[config.mk]
export PLATFORM = sky130hd
export DESIGN_NAME = atn_cfg_regs
export DESIGN_NICKNAME = d
export VERILOG_FILES = /design/src/design/atn_pkg.sv /design/src/design/atn_cfg_regs.sv
export SDC_FILE = /design/constraint.sdc
export NUM_CORES = 1
export LEC_CHECK = 0
export BUFFER_PORTS_ARGS = -buffer_cell sky130_fd_sc_hd__buf_2
export CAP_MARGIN = 15
export CORE_ASPECT_RATIO = 0.9
export CORE_UTILIZATION = 42
export CTS_BUF_LIST = sky130_fd_sc_hd__clkbuf_8 sky130_fd_sc_hd__clkbuf_16
export CTS_CLUSTER_DIAMETER = 40
export DETAILED_ROUTE_END_ITERATION = 6
export PLACE_DENSITY = 0.69
export SYNTH_ARGS = -nofsm -noshare
export SYNTH_HDL_FRONTEND = slang
export SYNTH_SLANG_ARGS = --single-unit
[constraint.sdc]
create_clock -name clk -period 2.4 [get_ports clk]
set_clock_uncertainty 0.1 [all_clocks]
set_input_delay 0.72 -clock clk [delete_from_list [all_inputs] [get_ports clk]]
set_output_delay 0.72 -clock clk [all_outputs]
set_load 0.03 [all_outputs]
[src/design/atn_pkg.sv]
// ----------------------------------------------------------------------------
// atn_pkg
// Shared widths, register indexes and types of the neuron step core.
// ----------------------------------------------------------------------------
package atn_pkg;

    localparam int ACH_W      = 22;
    localparam int OUT_VAL_W  = 24;
    localparam int STATE_W    = 2;
    localparam int CFG_IDX_W  = 3;
    localparam int CFG_DATA_W = 24;

    localparam logic [CFG_IDX_W-1:0] CFG_MODEL_MODE        = 3'd0;
    localparam logic [CFG_IDX_W-1:0] CFG_EXC_GAIN          = 3'd1;
    localparam logic [CFG_IDX_W-1:0] CFG_PULSE_TICKS       = 3'd2;
    localparam logic [CFG_IDX_W-1:0] CFG_DECAY_STEP        = 3'd3;
    localparam logic [CFG_IDX_W-1:0] CFG_PULSE_RISE        = 3'd4;
    localparam logic [CFG_IDX_W-1:0] CFG_INPUT_RISE        = 3'd5;
    localparam logic [CFG_IDX_W-1:0] CFG_FEED_STEP         = 3'd6;
    localparam logic [CFG_IDX_W-1:0] CFG_INITIAL_THRESHOLD = 3'd7;

    localparam logic [23:0] INIT_THRESHOLD_RESET = 24'd131072;

    typedef struct packed {
        logic        model_mode;
        logic [15:0] exc_gain;
        logic [15:0] pulse_ticks;
        logic [15:0] decay_step;
        logic [15:0] pulse_rise;
        logic [15:0] input_rise;
        logic [15:0] feed_step;
    } cfg_t;

    typedef struct packed {
        logic [STATE_W-1:0]   cell_state;
        logic                 state_changed;
        logic [OUT_VAL_W-1:0] excitation_out;
        logic [OUT_VAL_W-1:0] threshold_out;
    } res_t;

endpackage

[src/design/atn_cfg_regs.sv]
// ----------------------------------------------------------------------------
// atn_cfg_regs
// Configuration register file written through a plain write port.
// ----------------------------------------------------------------------------
module atn_cfg_regs
    import atn_pkg::*;
(
    input  logic                  clk,
    input  logic                  rst_n,
    input  logic                  cfg_we,
    input  logic [CFG_IDX_W-1:0]  cfg_index,
    input  logic [CFG_DATA_W-1:0] cfg_wdata,
    output cfg_t                  cfg
);

    cfg_t cfg_reg;
    cfg_t cfg_next;

    always_comb
    begin
        cfg_next = cfg_reg;
        if (cfg_we)
        begin
            unique case (cfg_index)
                CFG_MODEL_MODE:        cfg_next.model_mode  = cfg_wdata[0];
                CFG_EXC_GAIN:          cfg_next.exc_gain    = cfg_wdata[15:0];
                CFG_PULSE_TICKS:       cfg_next.pulse_ticks = cfg_wdata[15:0];
                CFG_DECAY_STEP:        cfg_next.decay_step  = cfg_wdata[15:0];
                CFG_PULSE_RISE:        cfg_next.pulse_rise  = cfg_wdata[15:0];
                CFG_INPUT_RISE:        cfg_next.input_rise  = cfg_wdata[15:0];
                CFG_FEED_STEP:         cfg_next.feed_step   = cfg_wdata[15:0];
                // The initial threshold is not stored; reset loads a constant.
                CFG_INITIAL_THRESHOLD: cfg_next = cfg_reg;
                default:               cfg_next = cfg_reg;
            endcase
        end
    end

    always_ff @(posedge clk or negedge rst_n)
    begin
        if (!rst_n)
        begin
            cfg_reg.model_mode  <= 1'b0;
            cfg_reg.exc_gain    <= 16'd6554;
            cfg_reg.pulse_ticks <= 16'd100;
            cfg_reg.decay_step  <= 16'd16;
            cfg_reg.pulse_rise  <= 16'd655;
            cfg_reg.input_rise  <= 16'd655;
            cfg_reg.feed_step   <= 16'd655;
        end
        else
        begin
            cfg_reg <= cfg_next;
        end
    end

    assign cfg = cfg_reg;

endmodule

==> summary.md <==
| Metric | Value |
|---|---|
| Cells after Synth | 211 |
| Worst relative slew slack | 0.527 |
| Static Leak | 2.30 nW |
| CTS tree | yes |
| Seq pwr share | 0.442 |
| Reg2reg setup slack | 1.52 ns |
| IO Count | 127 |
| Max Root-Sink Buffers | 2 |
| Core area | 0.00877 mm² |
| CTS clk-pin slew, worst paths | 0.10 ns |
| FF-to-FF End | cfg[26]$_DFFE_PN0P_ |
| Row cnt | 32 |
| Setup TNS | 0 ns |
| CP Depth | 1 |
| Largest delay share family, worst path | flip-flops |
| Max cap viols | 0 |
| Number of DRC markers in iteration 0 | 41 |
| Hold WC Path Type | input port to async pin |
| Gr ovfl total | 0 |
| Routed Antenna Nets | 0 |
| Peak supply drop | 0.532 mV |
| Clock power frac | 0.231 |
| Cell area after layout | 0.00480 mm² |
| Routed WL | 7920 µm |
| Worst Path Required | 1.58 ns |
| Largest net degree at the start of global routing | 44 |
| Syn avg cell area | 18.4 µm² |
| Hold Vio Cnt, Final | 0 |
| Max FFs per register | 97 |
| Detailed placement HPWL | 5560 µm |
| Clock Latency Late Sink | 0.35 ns |
| Combinational power share | 0.327 |
| Synth area leader | dfrtp_1 |
| H-tree levels | 3 |
| FF+latch count, synth | 97 |
| Initial antenna violation count | 0 |
| Max-slew violations | 0 |
| Post-CTS Hold Buffers | 0 |
| Critical path fanouts, max | 2 |
| Crit path capture type | output pin |
| Synth top area share | 0.438 |
| Die area | 0.00963 mm² |
| Outcome | completed |
| Post-CTS Setup Inserts | 0 |
| Layout cells sized above 1 | 0.790 |
| # port buffers | 118 |
| Layout area overhead | 23.7% |
| Pint | 3.29 mW |
| Worst-path cell chain | buf_2 |
| Gr usage total | 0.175 |
| Critical Path Start Type | flip-flop |
| Die Wd | 103 µm |
| Syn_nets | 241 |
| Max stage delay on crit path | 0.54 ns |
| WP buf/inv | 1 |
| Pwr Density | 1060 mW/mm² |
| Commonest non-fill, non-tap cell in the layout | buf_2 |
| Arrival time worst endpoint | 1.10 ns |
| Max Freq | 521 MHz |
| Vias in the first global route | 2390 |
| Root Buffer | clkbuf_8 |
| Post-Place Cell Area | 0.00457 mm² |
| Psw | 1.81 mW |
| Slowest cell on crit path | dfstp_2 |
| Switching share of power | 0.355 |
| Crit path time final | 1.92 ns |
| Crit Path Class | flip-flop to output pin |
| ANT cells | 0 |
| Initial Util | 0.443 |
| Total CTS buffers | 9 |
| Vias/cell | 4.90 |
| Synth warnings | 0 |
| Routed WL per cell | 17.1 µm |
| Most frequent cells in the layout | 117 x buf_2, 68 x dfrtp_1, 67 x mux2_2, 30 x mux2_4, 29 x dfstp_2 |
| Worst-Margin Slew | 0.707 ns |
| Die Height | 93.2 µm |
| Ranking of synthesized cells by area | dfrtp_1 44%, dfstp_2 20%, mux2_2 19% |
| Via count | 2266 |
| DR DRC count | 0 |
| FF-to-FF path depth | 1 |
| RSZ-0062 raised after global routing | false |
| # resized after CTS | 0 |
| GPL Wtd Cong | 0.700 |
| Setup violators final | 0 |
| DRT Pass-1 Iters | 4 |
| Register area share after synthesis | 0.635 |
| Synth unique cells | 11 |
| Synthesized area | 0.00388 mm² |
| Num Clock Sinks | 97 |
| First-pass GRT wire length | 12400 µm |
| Reg-to-reg critical path startpoint | cfg[26]$_DFFE_PN0P_ |
| Final period util | 0.800 |
| Total Nets Final | 368 |
==> synth_stat cells <==
cell type,instances
dfrtp_1,68
mux2_2,67
mux2_4,30
dfstp_2,29
and4bb_1,3
buf_12,3
buf_4,3
buf_6,3
nand4b_2,3
buf_2,1
nor4b_1,1
==> power by group through the flow <==
stage          clock network, mW  registers [mW]  logic (mW)
4_1_cts                     1.22            2.26        1.68
2_1_floorplan                  0            3.02       0.416
6_report                    1.18            2.26        1.67
3_5_place_dp                   0            2.29        1.68
3_3_place_gp                   0            2.26        1.66
5_1_grt                     1.28            2.30        1.76
==> routing by layer <==
metal / wire (µm) / vias up / global-route usage
met1: 3770 / 1155 / 0.239
met2: 3480 / 91 / 0.259
met4: 116 / 0 / 0.0716
met5: 0 / - / 0
met3: 548 / 10 / 0.0523
li1: - / 1010 / -
==> final cells by class <==
| cell class | instances | area (µm²) |
|---|---|---|
| flip-flops and latches | 97 | 2460 |
| fillers | 743 | 3970 |
| clock inverters | 6 | 88.8 |
| well taps | 119 | 149 |
| repair buffers | 126 | 666 |
| multi-input cells | 104 | 1300 |
| clock buffers | 10 | 138 |
==> through the flow <==
| stage | instances | setup WS (ns) | total power [mW] | utilization | hold slack (ns) |
|---|---|---|---|---|---|
| after floorplan | 211 | 0.554 | 3.44 | - | 0.324 |
| after global placement | 446 | 0.0940 | 3.93 | 0.522 | 0.384 |
| after detailed placement | 446 | 0.0874 | 3.97 | 0.522 | 0.388 |
| after CTS | 462 | 0.460 | 5.16 | 0.548 | 0.165 |
| after global routing | 462 | 0.423 | 5.34 | 0.548 | 0.178 |
| final | 462 | 0.480 | 5.10 | 0.548 | 0.167 |
==> logic make-up (layout without fill, tap and decap cells) <==
group / Yosys count / after routing / share of synthesized area
simple gates: 7 / 7 / 0.0235
buf+inv: 10 / 142 / 0.0313
flops: 97 / 97 / 0.635
mux: 97 / 97 / 0.310
==> how the worst max path moves through the flow <==
| stage | startpoint | end | slack [ns] |
|---|---|---|---|
| finish | cfg[92]$_DFFE_PN1P_ | cfg[92] | 0.48 |
| floorplan | cfg_we | cfg[37]$_DFFE_PN0P_ | 0.55 |
| global placement | cfg_index[0] | cfg[5]$_DFFE_PN0P_ | 0.09 |
| CTS | cfg[18]$_DFFE_PN1P_ | cfg[18] | 0.46 |
| global route | cfg_index[0] | cfg[15]$_DFFE_PN0P_ | 0.42 |
| detailed placement | cfg_index[0] | cfg[5]$_DFFE_PN0P_ | 0.09 |
Note: power is estimated with default switching activity, not from simulation.
